===== src/hdl/mbrd_pkg.sv =====
`default_nettype none

package mbrd_pkg;

    localparam logic [15:0] CRC_INIT = 16'hFFFF;
    localparam logic [15:0] CRC_POLY = 16'hA001;

    localparam logic [7:0] SLAVE_ADDR_RESET = 8'd1;
    localparam logic [6:0] FUNC_CODE_RESET  = 7'd3;

    // Configuration register indexes
    localparam logic CFG_SLAVE_ADDR = 1'b0;
    localparam logic CFG_FUNC_CODE  = 1'b1;

    localparam logic [7:0] WRITE_BODY_LEN = 8'd4;
    localparam logic [7:0] EXC_BODY_LEN   = 8'd1;

    typedef enum logic [1:0] {
        KIND_PAYLOAD = 2'd0,
        KIND_GOOD    = 2'd1,
        KIND_EXC     = 2'd2,
        KIND_BADCRC  = 2'd3
    } kind_t;

    typedef enum logic [6:0] {
        PH_HUNT      = 7'b0000001,
        PH_FUNC      = 7'b0000010,
        PH_COUNT     = 7'b0000100,
        PH_READ_DATA = 7'b0001000,
        PH_FIXED     = 7'b0010000,
        PH_CRC_LO    = 7'b0100000,
        PH_CRC_HI    = 7'b1000000
    } phase_t;

    typedef struct packed {
        logic       valid;
        kind_t      kind;
        logic [7:0] data_byte;
        logic [7:0] exception_code;
        logic [7:0] payload_count;
    } result_t;

    // Modbus CRC-16, one byte, LSB first
    function automatic logic [15:0] crc_byte(input logic [15:0] crc, input logic [7:0] b);
        logic [15:0] c;
        c = crc ^ {8'h00, b};
        for (int k = 0; k < 8; k++) begin
            if (c[0])
            begin
                c = (c >> 1) ^ CRC_POLY;
            end
            else
            begin
                c = c >> 1;
            end
        end
        return c;
    endfunction

    function automatic logic is_read_code(input logic [6:0] fc);
        logic r;
        case (fc) inside
            7'd1, 7'd2, 7'd3, 7'd4: r = 1'b1;
            default:                r = 1'b0;
        endcase
        return r;
    endfunction

    function automatic logic is_write_code(input logic [6:0] fc);
        logic r;
        case (fc) inside
            7'd5, 7'd6, 7'd15, 7'd16: r = 1'b1;
            default:                  r = 1'b0;
        endcase
        return r;
    endfunction

endpackage

`default_nettype wire


===== src/hdl/modbus_rtu_response_deframer.sv =====
// A byte in the input register feeds the frame logic, whose result is registered at the output.
// Throughput: one byte per cycle; a stall on the output backs up through the two registers.
// The CRC-16 byte update is evaluated combinationally between the input and result registers.
// Reset (rst_n, asynchronous, active low): both stages empty, hunting for address, CRC 0xFFFF,
// slave address 1, function code 3.
`default_nettype none

module modbus_rtu_response_deframer
(
    input  wire logic        clk,
    input  wire logic        rst_n,
    // configuration write channel: index 0 slave_address, 1 function_code
    input  wire logic        cfg_valid,
    output logic             cfg_ready,
    input  wire logic        cfg_index,
    input  wire logic [7:0]  cfg_data,
    // received byte stream
    input  wire logic        s_tvalid,
    output logic             s_tready,
    input  wire logic [7:0]  s_tdata,   // [7:0] rx_byte
    // result stream
    output logic             m_tvalid,
    input  wire logic        m_tready,
    output logic [23:0]      m_tdata,   // [7:0] data_byte, [15:8] exception_code,
                                        // [23:16] payload_count
    output logic [1:0]       m_tuser    // [1:0] kind
);

    logic              byte_valid;
    logic [7:0]        byte_data;
    logic              out_ready;
    logic              step;
    mbrd_pkg::result_t result;

    // Configuration is always taken; write it only while the block is idle (not enforced).
    assign cfg_ready = 1'b1;

    // Advance the held byte whenever the result register can take a transaction,
    // whether or not this byte produces one.
    assign step = byte_valid && out_ready;

    mbrd_in_stage u_in_stage
    (
        .clk        (clk),
        .rst_n      (rst_n),
        .s_tvalid   (s_tvalid),
        .s_tready   (s_tready),
        .s_tdata    (s_tdata),
        .advance    (step),
        .byte_valid (byte_valid),
        .byte_data  (byte_data)
    );

    // Frame tracking: address hunt, function check, length, CRC compare.
    mbrd_frame_fsm u_frame_fsm
    (
        .clk       (clk),
        .rst_n     (rst_n),
        .cfg_valid (cfg_valid),
        .cfg_index (cfg_index),
        .cfg_data  (cfg_data),
        .step      (step),
        .rx_byte   (byte_data),
        .result    (result)
    );

    // Hold each result until the downstream side takes it.
    mbrd_out_stage u_out_stage
    (
        .clk      (clk),
        .rst_n    (rst_n),
        .result   (result),
        .ready    (out_ready),
        .m_tvalid (m_tvalid),
        .m_tready (m_tready),
        .m_tdata  (m_tdata),
        .m_tuser  (m_tuser)
    );

endmodule

`default_nettype wire


===== src/hdl/mbrd_in_stage.sv =====
`default_nettype none

module mbrd_in_stage
(
    input  wire logic       clk,
    input  wire logic       rst_n,
    input  wire logic       s_tvalid,
    output logic            s_tready,
    input  wire logic [7:0] s_tdata,
    input  wire logic       advance,
    output logic            byte_valid,
    output logic [7:0]      byte_data
);

    logic       valid_reg;
    logic [7:0] data_reg;

    // take a new byte when empty or when the held byte is consumed this cycle
    assign s_tready   = !valid_reg || advance;
    assign byte_valid = valid_reg;
    assign byte_data  = data_reg;

    always_ff @(posedge clk or negedge rst_n)
    begin
        if (!rst_n)
        begin
            valid_reg <= 1'b0;
        end
        else if (s_tready)
        begin
            valid_reg <= s_tvalid;
        end
    end

    always_ff @(posedge clk)
    begin
        if (s_tready && s_tvalid)
        begin
            data_reg <= s_tdata;
        end
    end

endmodule

`default_nettype wire


===== src/hdl/mbrd_frame_fsm.sv =====
`default_nettype none

module mbrd_frame_fsm
(
    input  wire logic          clk,
    input  wire logic          rst_n,
    input  wire logic          cfg_valid,
    input  wire logic          cfg_index,
    input  wire logic [7:0]    cfg_data,
    input  wire logic          step,
    input  wire logic [7:0]    rx_byte,
    output mbrd_pkg::result_t  result
);

    logic [7:0]       slave_addr_reg;
    logic [6:0]       func_code_reg;

    mbrd_pkg::phase_t phase_reg, phase_next;
    logic [15:0]      crc_reg, crc_next;
    logic [7:0]       left_reg, left_next;
    logic [7:0]       count_reg, count_next;
    logic [7:0]       crc_lo_reg, crc_lo_next;
    logic             exc_seen_reg, exc_seen_next;
    logic [7:0]       exc_code_reg, exc_code_next;

    logic [15:0]      crc_upd;
    logic [7:0]       left_dec;
    logic             supported;

    always_ff @(posedge clk or negedge rst_n)
    begin
        if (!rst_n)
        begin
            slave_addr_reg <= mbrd_pkg::SLAVE_ADDR_RESET;
            func_code_reg  <= mbrd_pkg::FUNC_CODE_RESET;
        end
        else if (cfg_valid)
        begin
            unique case (cfg_index)
                mbrd_pkg::CFG_SLAVE_ADDR: slave_addr_reg <= cfg_data;
                mbrd_pkg::CFG_FUNC_CODE:  func_code_reg  <= cfg_data[6:0];
                default:                  ;
            endcase
        end
    end

    assign crc_upd   = mbrd_pkg::crc_byte(crc_reg, rx_byte);
    assign left_dec  = left_reg - 8'd1;
    assign supported = mbrd_pkg::is_read_code(func_code_reg)
                       || mbrd_pkg::is_write_code(func_code_reg);

    always_comb
    begin
        phase_next    = phase_reg;
        crc_next      = crc_reg;
        left_next     = left_reg;
        count_next    = count_reg;
        crc_lo_next   = crc_lo_reg;
        exc_seen_next = exc_seen_reg;
        exc_code_next = exc_code_reg;
        result        = '0;

        unique case (phase_reg)
            mbrd_pkg::PH_FUNC:
            begin
                if (supported && rx_byte == {1'b0, func_code_reg})
                begin
                    crc_next = crc_upd;
                    if (mbrd_pkg::is_read_code(func_code_reg))
                    begin
                        phase_next = mbrd_pkg::PH_COUNT;
                    end
                    else
                    begin
                        left_next  = mbrd_pkg::WRITE_BODY_LEN;
                        phase_next = mbrd_pkg::PH_FIXED;
                    end
                end
                else if (supported && rx_byte == {1'b1, func_code_reg})
                begin
                    crc_next      = crc_upd;
                    exc_seen_next = 1'b1;
                    left_next     = mbrd_pkg::EXC_BODY_LEN;
                    phase_next    = mbrd_pkg::PH_FIXED;
                end
                else
                begin
                    // retry the byte as an address
                    left_next     = '0;
                    count_next    = '0;
                    crc_lo_next   = '0;
                    exc_seen_next = 1'b0;
                    exc_code_next = '0;
                    if (rx_byte == slave_addr_reg)
                    begin
                        crc_next   = mbrd_pkg::crc_byte(mbrd_pkg::CRC_INIT, rx_byte);
                        phase_next = mbrd_pkg::PH_FUNC;
                    end
                    else
                    begin
                        crc_next   = mbrd_pkg::CRC_INIT;
                        phase_next = mbrd_pkg::PH_HUNT;
                    end
                end
            end
            mbrd_pkg::PH_COUNT:
            begin
                crc_next   = crc_upd;
                count_next = rx_byte;
                left_next  = rx_byte;
                phase_next = (rx_byte == 8'd0) ? mbrd_pkg::PH_CRC_LO
                                               : mbrd_pkg::PH_READ_DATA;
            end
            mbrd_pkg::PH_READ_DATA:
            begin
                crc_next  = crc_upd;
                left_next = left_dec;
                if (left_dec == 8'd0)
                begin
                    phase_next = mbrd_pkg::PH_CRC_LO;
                end
                result.valid     = 1'b1;
                result.kind      = mbrd_pkg::KIND_PAYLOAD;
                result.data_byte = rx_byte;
            end
            mbrd_pkg::PH_FIXED:
            begin
                crc_next  = crc_upd;
                left_next = left_dec;
                if (exc_seen_reg)
                begin
                    exc_code_next = rx_byte;
                end
                if (left_dec == 8'd0)
                begin
                    phase_next = mbrd_pkg::PH_CRC_LO;
                end
            end
            mbrd_pkg::PH_CRC_LO:
            begin
                crc_lo_next = rx_byte;
                phase_next  = mbrd_pkg::PH_CRC_HI;
            end
            mbrd_pkg::PH_CRC_HI:
            begin
                result.valid = 1'b1;
                if ({rx_byte, crc_lo_reg} != crc_reg)
                begin
                    result.kind          = mbrd_pkg::KIND_BADCRC;
                    result.payload_count = count_reg;
                end
                else if (exc_seen_reg)
                begin
                    result.kind           = mbrd_pkg::KIND_EXC;
                    result.exception_code = exc_code_reg;
                end
                else
                begin
                    result.kind          = mbrd_pkg::KIND_GOOD;
                    result.payload_count = count_reg;
                end
                // frame done, hunt from the next byte
                phase_next    = mbrd_pkg::PH_HUNT;
                crc_next      = mbrd_pkg::CRC_INIT;
                left_next     = '0;
                count_next    = '0;
                crc_lo_next   = '0;
                exc_seen_next = 1'b0;
                exc_code_next = '0;
            end
            default:
            begin
                // hunting, and any stray phase code
                left_next     = '0;
                count_next    = '0;
                crc_lo_next   = '0;
                exc_seen_next = 1'b0;
                exc_code_next = '0;
                if (rx_byte == slave_addr_reg)
                begin
                    crc_next   = mbrd_pkg::crc_byte(mbrd_pkg::CRC_INIT, rx_byte);
                    phase_next = mbrd_pkg::PH_FUNC;
                end
                else
                begin
                    crc_next   = mbrd_pkg::CRC_INIT;
                    phase_next = mbrd_pkg::PH_HUNT;
                end
            end
        endcase

        if (!step)
        begin
            result.valid = 1'b0;
        end
    end

    always_ff @(posedge clk or negedge rst_n)
    begin
        if (!rst_n)
        begin
            phase_reg    <= mbrd_pkg::PH_HUNT;
            crc_reg      <= mbrd_pkg::CRC_INIT;
            left_reg     <= '0;
            count_reg    <= '0;
            crc_lo_reg   <= '0;
            exc_seen_reg <= 1'b0;
            exc_code_reg <= '0;
        end
        else if (step)
        begin
            phase_reg    <= phase_next;
            crc_reg      <= crc_next;
            left_reg     <= left_next;
            count_reg    <= count_next;
            crc_lo_reg   <= crc_lo_next;
            exc_seen_reg <= exc_seen_next;
            exc_code_reg <= exc_code_next;
        end
    end

endmodule

`default_nettype wire


===== src/hdl/mbrd_out_stage.sv =====
`default_nettype none

module mbrd_out_stage
(
    input  wire logic              clk,
    input  wire logic              rst_n,
    input  wire mbrd_pkg::result_t result,
    output logic                   ready,
    output logic                   m_tvalid,
    input  wire logic              m_tready,
    output logic [23:0]            m_tdata,
    output logic [1:0]             m_tuser
);

    logic         valid_reg;
    logic [1:0]   kind_reg;
    logic [23:0]  data_reg;

    assign ready    = !valid_reg || m_tready;
    assign m_tvalid = valid_reg;
    assign m_tdata  = data_reg;
    assign m_tuser  = kind_reg;

    always_ff @(posedge clk or negedge rst_n)
    begin
        if (!rst_n)
        begin
            valid_reg <= 1'b0;
        end
        else if (ready)
        begin
            valid_reg <= result.valid;
        end
    end

    always_ff @(posedge clk)
    begin
        if (ready && result.valid)
        begin
            kind_reg <= result.kind;
            data_reg <= {result.payload_count, result.exception_code, result.data_byte};
        end
    end

endmodule

`default_nettype wire


===== config.mk =====
export PLATFORM = sky130hd
export DESIGN_NAME = modbus_rtu_response_deframer
export DESIGN_NICKNAME = d
export VERILOG_FILES = /design/src/hdl/mbrd_pkg.sv /design/src/hdl/modbus_rtu_response_deframer.sv /design/src/hdl/mbrd_in_stage.sv /design/src/hdl/mbrd_frame_fsm.sv /design/src/hdl/mbrd_out_stage.sv
export SDC_FILE = /design/constraint.sdc
export NUM_CORES = 1
export LEC_CHECK = 0
export BUFFER_PORTS_ARGS = -buffer_cell sky130_fd_sc_hd__buf_4
export CAP_MARGIN = 10
export CORE_ASPECT_RATIO = 1.1
export CORE_MARGIN = 2
export CORE_UTILIZATION = 30
export DETAILED_ROUTE_END_ITERATION = 7
export PLACE_DENSITY = 0.47
export REMOVE_ABC_BUFFERS = 1
export SYNTH_ARGS = -nofsm -noshare
export SYNTH_HDL_FRONTEND = slang
export SYNTH_SLANG_ARGS = --single-unit

===== constraint.sdc =====
create_clock -name clk -period 3.2 [get_ports clk]
set_input_delay 0.16 -clock clk [delete_from_list [all_inputs] [get_ports clk]]
set_output_delay 0.16 -clock clk [all_outputs]
set_load 0.02 [all_outputs]

==> results.md, run 1 <==
- CP Class: reg -> reg
- Clock-pin transition on the worst setup and hold timing paths: ~0.07 ns
- Cell Area, Placed: 6240 sq um
- Crit. End Element: flop
- Routed WL: 14400 um
- Actual slew at the worst max-slew pin: around 1 ns
- Share of the synthesized area in the top cell type: roughly a quarter
- Max FFs per register: 24
- Mapped Area: between 5000 and 6000 sq um
- Slew Viols, Final: 0
- Sequential cell area: 2870 sq um
- Pwr per Cell Area: ~450 nW/um^2
- Failing checks: negative hold slack
- Resized Gates After CTS: 0
- YS warnings: 0
- Clock tree buffer depth: 2
- Total Routing Usage GR: between 10% and 20%
- Chip width: approximately 130 um
- Reg2reg path depth: 5
- Initial antenna violation count: 0
- CP arrival: roughly 2.8 ns
- First-pass GRT wire length: 23300 um
- Antenna cells: 0
- Rows: 52
- Leak: between 0.002 and 0.003 uW
- Dominant cell type by area after synthesis: dfrtp_1
- GR Overflow Total: 0
- ANT nets after route: 0
- Clk network pwr share: 37.2%
- Worst hold slack: -0.0341 ns
- Post-synth EDFFs: 34
- Drt wl/cell: about 17 um
- CTS H-tree depth: 3
- Detailed placement HPWL: approximately 10000 um
- Critical Path Source Type: flop
- Post-Synthesis Cells: around 540
- Sequential share of power: between 50% and 60%
- I/O Pins: 51
- Port bufs: 49
- Area Overhead vs Synth: 17.4%
- Register area share after synthesis: between 50 and 60%
- Post-synth top flop: dfrtp_1
- Post-synth ARST share: 68.2%
- Post-route cell area: around 6600 sq um
- Yosys reg bits: about 110
- Sw power: 762 uW
- Root Driver: clkbuf_16
- Tmin final: around 2.6 ns
- Synth cell types: a little over 60
- Final setup violation count: 0
- Hold Crit Class: in -> async
- First DRT Iteration DRCs: 287
- Final period utilization: about four fifths
- CTS sink cnt: between 100 and 150
- Chip Height: 148 um
- Worst-Skew Late Latency: around 0.35 ns
- Final TNS setup: 0 ns
- Fraction of final layout cells with drive strength greater than 1: around 22%
- Fillcell total: approximately 1800
- Pin count of the biggest net entering global routing: 74
- Dominant cells by area after synthesis: dfrtp_1 24%, edfxtp_1 18%, dfstp_2 9.3%
- Relative slew slack: about a third
- Reg2Reg Setup Slack: a little under 0.6 ns
- Initial Util: between 30% and 40%
- Clock buffers created by TritonCTS: 9
- CTS tree: yes
- Die area: just under 20000 sq um
- Final hold vios: 23
- Placeable Area: roughly 18000 sq um
- Worst Skew: 0.00774 ns
- Combinational power share: between 10% and 20%
- FF-to-FF Start: u_in_stage.byte_data[6]
- Max frequency: approximately 0.38 GHz
- Worst reg2reg endpoint: u_frame_fsm.count_reg[3]
- Nets: between 600 and 700
- Net Sw Frac: about a quarter
- Int Power: about 2200 uW
- Drc violations: 0
- RSZ-0062 raised after global routing: no
- Vias in the first global route: 4216
- Drt pass-1 iters: 5
- DR vias: 4103
- Area of the multi-input gates: 2500 sq um
- Max cap viols: 0
- Req. time, crit path: ~3.4 ns
- Vias per inst: roughly 4.9
- Run status: finished with violations
- RD Place Congestion: about 0.85
- Crit path max fanout: 8
- Syn avg cell area: 10.5 sq um
- VDD IR max: about 0.00030 V
-- power by group through the flow --
stage	logic, uW	registers (uW)	clock network, uW
floorplan	241	1530	0
global placement	360	1540	0
detailed placement	360	1550	0
CTS	370	1520	1150
global route	404	1530	1210
finish	367	1520	1120
-- worst max path at each step --
stage                                  start                     endpoint  slack, ns  cells past startpoint
floorplan           u_frame_fsm.phase_reg[2]     u_frame_fsm.count_reg[0]       0.57                      5
global placement     u_in_stage.byte_data[6]     u_frame_fsm.count_reg[6]       0.66                      5
detailed placement   u_in_stage.byte_data[6]     u_frame_fsm.count_reg[3]       0.59                      5
CTS                  u_in_stage.byte_data[6]     u_frame_fsm.count_reg[3]       0.58                      5
global route        u_frame_fsm.phase_reg[4]  u_frame_fsm.exc_code_reg[5]       0.40                      5
finish               u_in_stage.byte_data[6]     u_frame_fsm.count_reg[3]       0.59                      5
-- cell type report --
type	count	share of cell area [%]
inverter	27	1.53
tap	243	4.60
multi-input combinational	369	37.8
timing repair buffer	69	8.14
clock inverter	6	0.984
sequential	107	43.5
clock buffer	10	3.46
-- logic make-up after synthesis --
family | count (synthesis) | share of synthesized area [%]
simple gates | 170 | 15.2
flops | 107 | 51.0
compound gates | 105 | 11.9
xor+xnor | 62 | 10.4
buf+inv | 59 | 4.60
mux | 25 | 5.51
fa+ha+maj | 6 | 1.33
other cells | 1 | 0.0666
-- per-stage QoR --
stage	hold WS, ns	utilization [%]	total power (uW)	setup slack [ns]	instances
floorplan	-0.136	-	1770	0.570	503
global route	0.0192	35.9	3140	0.395	831
global placement	0.341	33.9	1900	0.658	807
CTS	0.00395	35.9	3040	0.578	831
detailed placement	0.339	33.9	1910	0.594	807
finish	-0.0341	35.9	3000	0.588	831
-- critical path, cell delays in order, from the launching register on --
cell and delay, ns:
edfxtp_1 0.53, or4_4 0.60, nor4_4 0.36, o2111ai_2 0.25, and3_1 0.39, mux2_4 0.36
-- synth_stat cells, drive strengths merged, types with 2 or more instances --
master and n:
nand4b 2, xnor2 42, nand2b 8, nand3b 2, xnor3 3, or3 3, and3 2, o41ai 8
buf 16, clkbuf 16, o21ai 40, nand2 46, nor3 14, a21oi 17, or4 4, xor2 17
o31ai 2, o22ai 3, o211ai 3, a31oi 15, ha 6, dfrtp 53, and2 11, nor2 49
and4b 4, inv 26, o2bb2ai 2, nor4 4, edfxtp 34, dfstp 20, a311oi 4, nand3 6
nand4 10, mux2 24
-- layer usage --
| layer | routed length [um] | global-route usage [%] | vias up |
|---|---|---|---|
| met4 | 255 | 4.42 | 0 |
| met1 | 6800 | 20.7 | 2004 |
| met5 | 0 | 0 | - |
| met2 | 6800 | 24.1 | 97 |
| met3 | 517 | 2.81 | 15 |
| li1 | - | - | 1987 |
-- what timing repair did --
| action | 4_1_cts | 5_1_grt |
|---|---|---|
| setup endpoints to repair | 0 | 0 |
| buffers inserted | 0 | 0 |
| hold buffers | 8 | 0 |
| hold endpoints to repair | 8 | 0 |
-- cell usage in the layout (no fill, tap or decap), drive strengths merged, types with 4 or more instances in the layout --
cell         instances
o41ai                8
xor2                17
nor3                14
nand2b               8
or4                  4
and4b                4
o21ai               40
edfxtp              34
buf                 61
dfrtp               53
ha                   6
mux2                24
nor4                 4
clkinv               5
clkbuf              10
nand3                6
nor2                49
a311oi               4
a31oi               15
dlygate4sd3          8
a21oi               17
xnor2               42
dfstp               20
and2                11
inv                 27
nand2               46
nand4               10
Power figures use the tool's default switching activity.
==> run 2: changes to the inputs <==
--- a/config.mk
+++ b/config.mk
@@ -5,13 +5,14 @@
 export SDC_FILE = /design/constraint.sdc
 export NUM_CORES = 1
 export LEC_CHECK = 0
+export ABC_AREA = 1
 export BUFFER_PORTS_ARGS = -buffer_cell sky130_fd_sc_hd__buf_4
 export CAP_MARGIN = 10
 export CORE_ASPECT_RATIO = 1.1
 export CORE_MARGIN = 2
 export CORE_UTILIZATION = 30
 export DETAILED_ROUTE_END_ITERATION = 7
-export PLACE_DENSITY = 0.47
+export PLACE_DENSITY = 0.49
 export REMOVE_ABC_BUFFERS = 1
 export SYNTH_ARGS = -nofsm -noshare
 export SYNTH_HDL_FRONTEND = slang
==> constraint.sdc (replaced) <==
create_clock -name clk -period 2.4 [get_ports clk]
set_input_delay 0.12 -clock clk [delete_from_list [all_inputs] [get_ports clk]]
set_output_delay 0.12 -clock clk [all_outputs]
set_load 0.02 [all_outputs]
==> run 2 against run 1 <==
The flow now finishes without violations. Maximum frequency rose by 19%. Combinational power rose by 10%. Non-clock buffer count rose by 12. Sequential share of layout area fell by 1.3 points. Sequential power rose by 30%. Utilization rose by 0.94 points. Cell count rose by 18%. Critical path type unchanged.
==> results.md, run 2 <==
- Fin util: approximately 37%
- Mapped Area: around 5700 sq um
- Clock-pin transition on the worst setup and hold timing paths: around 0.070 ns
- Rows: 52
- Share of the synthesized area in the top cell type: 23.4%
- Commonest cells post-synth: 134 x nand2_1, 85 x inv_1, 65 x nor2_1
- Relative slew slack: a little over a third
- Antenna cells: 0
- Post-synth ARST share: 68.2%
- First DRT Iteration DRCs: 237
- Detailed placement HPWL: approximately 11000 um
- VDD IR max: around 0.00034 V
- GR Overflow Total: 0
- Final hold vios: 0
- Port bufs: 49
- Area Overhead vs Synth: 20.0%
- Drc violations: 0
- Tmin final: between 2 and 2.5 ns
- Post-route cell area: 6810 sq um
- Final setup violation count: 0
- CTS sink cnt: ~110
- CP Class: reg -> reg
- Slew Viols, Final: 0
- Run status: complete, no violations
- Clock buffers created by TritonCTS: 9
- RSZ-0062 raised after global routing: no
- Max FFs per register: 24
- Synth cell types: 42
- Pwr per Cell Area: about 570 nW/um^2
- Yosys reg bits: between 100 and 150
- Sw power: 955 uW
- Crit path max fanout: 6
- Cell Area, Placed: around 6400 sq um
- Drt pass-1 iters: 5
- Syn avg cell area: ~8.6 sq um
- CP arrival: around 2.5 ns
- Post-synth top flop: dfrtp_1
- Chip width: around 140 um
- Most common cell after layout, fill and taps aside: nand2_1
- CTS H-tree depth: 3
- Most frequent cells in the layout: 134 x nand2_1, 85 x inv_1, 70 x buf_4, 64 x nor2_1, 53 x dfrtp_1
- Fillcell total: around 1900
- Net Sw Frac: between 20 and 25%
- Critical Path Source Type: flop
- Vias per inst: 4.62
- Worst-Skew Late Latency: roughly 0.35 ns
- Crit. End Element: flop
- Nets: between 700 and 800
- Leak: approximately 0.0030 uW
- Dominant cells by area after synthesis: dfrtp_1 23%, edfxtp_1 18%, dfstp_2 9.3%
- ANT nets after route: 0
- Post-Place Setup Slack: between 0.07 and 0.08 ns
- Worst hold slack: 0.0329 ns
- Initial antenna violation count: 0
- Root Driver: clkbuf_16
- Drt wl/cell: ~14 um
- CTS tree: yes
- RD Place Congestion: 0.917
- Clock tree buffer depth: 2
- Post-synth EDFFs: 34
- Req. time, crit path: between 2 and 3 ns
- Count leader, synth: nand2_1
- Initial Util: 30.7%
- Placeable Area: 18500 sq um
- Worst Skew: between 0.009 and 0.01 ns
- Combinational power share: 10.5%
- Hold Crit Class: in -> reg
- DR vias: approximately 4500
- Die area: about 20000 sq um
- Cell count of the worst hold path: 3
- Chip Height: 148 um
- Post-Synthesis Cells: roughly 660
- Actual slew at the worst max-slew pin: about 0.96 ns
- Final period utilization: between 90 and 100%
- Dominant cell type by area after synthesis: dfrtp_1
- Sequential share of power: between 50 and 60%
- Routed WL: approximately 14000 um
- Max cap viols: 0
- First-pass GRT wire length: about 23000 um
- Max frequency: approximately 0.46 GHz
- Register area share after synthesis: around 50%
- Fraction of final layout cells with drive strength greater than 1: 20.1%
- I/O Pins: just over 50
- Vias in the first global route: 4441
- Total Routing Usage GR: between 10% and 20%
- Clk network pwr share: 38.1%
- Reg2reg path depth: 11
- YS warnings: 0
- Fin worst setup slack: 0.210 ns
- Resized Gates After CTS: 0
- Int Power: 2900 uW
- Pin count of the biggest net entering global routing: between 70 and 80
-- run 2: through the flow --
step	power (uW)	cells	setup TNS, ns
2_1_floorplan	2250	641	-7.47
3_3_place_gp	2400	952	0
3_5_place_dp	2410	952	0
4_1_cts	3920	978	0
5_1_grt	4040	981	0
6_report	3860	981	0
-- run 2: critical path: stages, from the launching register on --
cell and delay (ns):
edfxtp_1 0.51, inv_2 0.21, ha_1 0.30, xnor2_1 0.19, xnor2_1 0.09, or2_2 0.29, nand2_1 0.08, nand2_1 0.07
nand2_1 0.08, nand2_1 0.06, a21oi_1 0.13, a21oi_1 0.10
-- run 2: layout make-up --
cell class | count | area (sq um) | area share (%)
timing repair buffer | 81 | 646 | 9.48
clock inverter | 4 | 51.3 | 0.754
clock buffer | 12 | 236 | 3.47
sequential | 107 | 2870 | 42.2
tap | 243 | 304 | 4.47
multi-input combinational | 437 | 2330 | 34.3
inverter | 97 | 364 | 5.35
-- run 2: kinds of logic after synthesis --
family	share of synthesized area (%)
AND/OR/NAND/NOR	23.1
buffers and inverters	8.31
flip-flops	50.6
AO/OA/AOI/OAI	9.59
XOR/XNOR	6.79
adder cells (fa/ha/maj)	1.32
other	0.0661
multiplexers	0.198
-- run 2: path summary, 6_finish.rpt --
| kind | slack, ns | to | startpoint |
|---|---|---|---|
| max reg2reg | 0.21 | u_frame_fsm.crc_reg[15] | u_in_stage.byte_data[1] |
| min in group asynchronous | 0.44 | u_frame_fsm.func_code_reg[3] | rst_n |
| max | 0.21 | u_frame_fsm.crc_reg[15] | u_in_stage.byte_data[1] |
| min reg2reg | 0.49 | u_frame_fsm.crc_reg[5] | u_frame_fsm.crc_reg[13] |
| min | 0.03 | u_frame_fsm.func_code_reg[1] | cfg_data[1] |
| max in group asynchronous | 1.32 | u_frame_fsm.exc_code_reg[5] | rst_n |
-- run 2: power groups by stage --
| stage | clock network [uW] | logic, uW | registers (uW) |
|---|---|---|---|
| after CTS | 1530 | 401 | 1990 |
| after global placement | 0 | 382 | 2020 |
| after floorplan | 0 | 237 | 2010 |
| after detailed placement | 0 | 386 | 2020 |
| final | 1470 | 404 | 1980 |
| after global routing | 1590 | 458 | 1990 |
-- run 2: per-layer routing --
metal	vias up	global-route usage [%]	routed length [um]
li1	2276	-	-
met3	31	2.42	595
met2	120	22.6	6330
met5	-	0	0
met4	0	6.67	427
met1	2104	21.2	6860
-- run 2: timing repair --
action | 4_1_cts | 5_1_grt
setup buffers | 0 | 3
endpoints found under the hold margin | 62 | 0
setup endpoints to repair | 0 | 8
hold buffers | 10 | 0
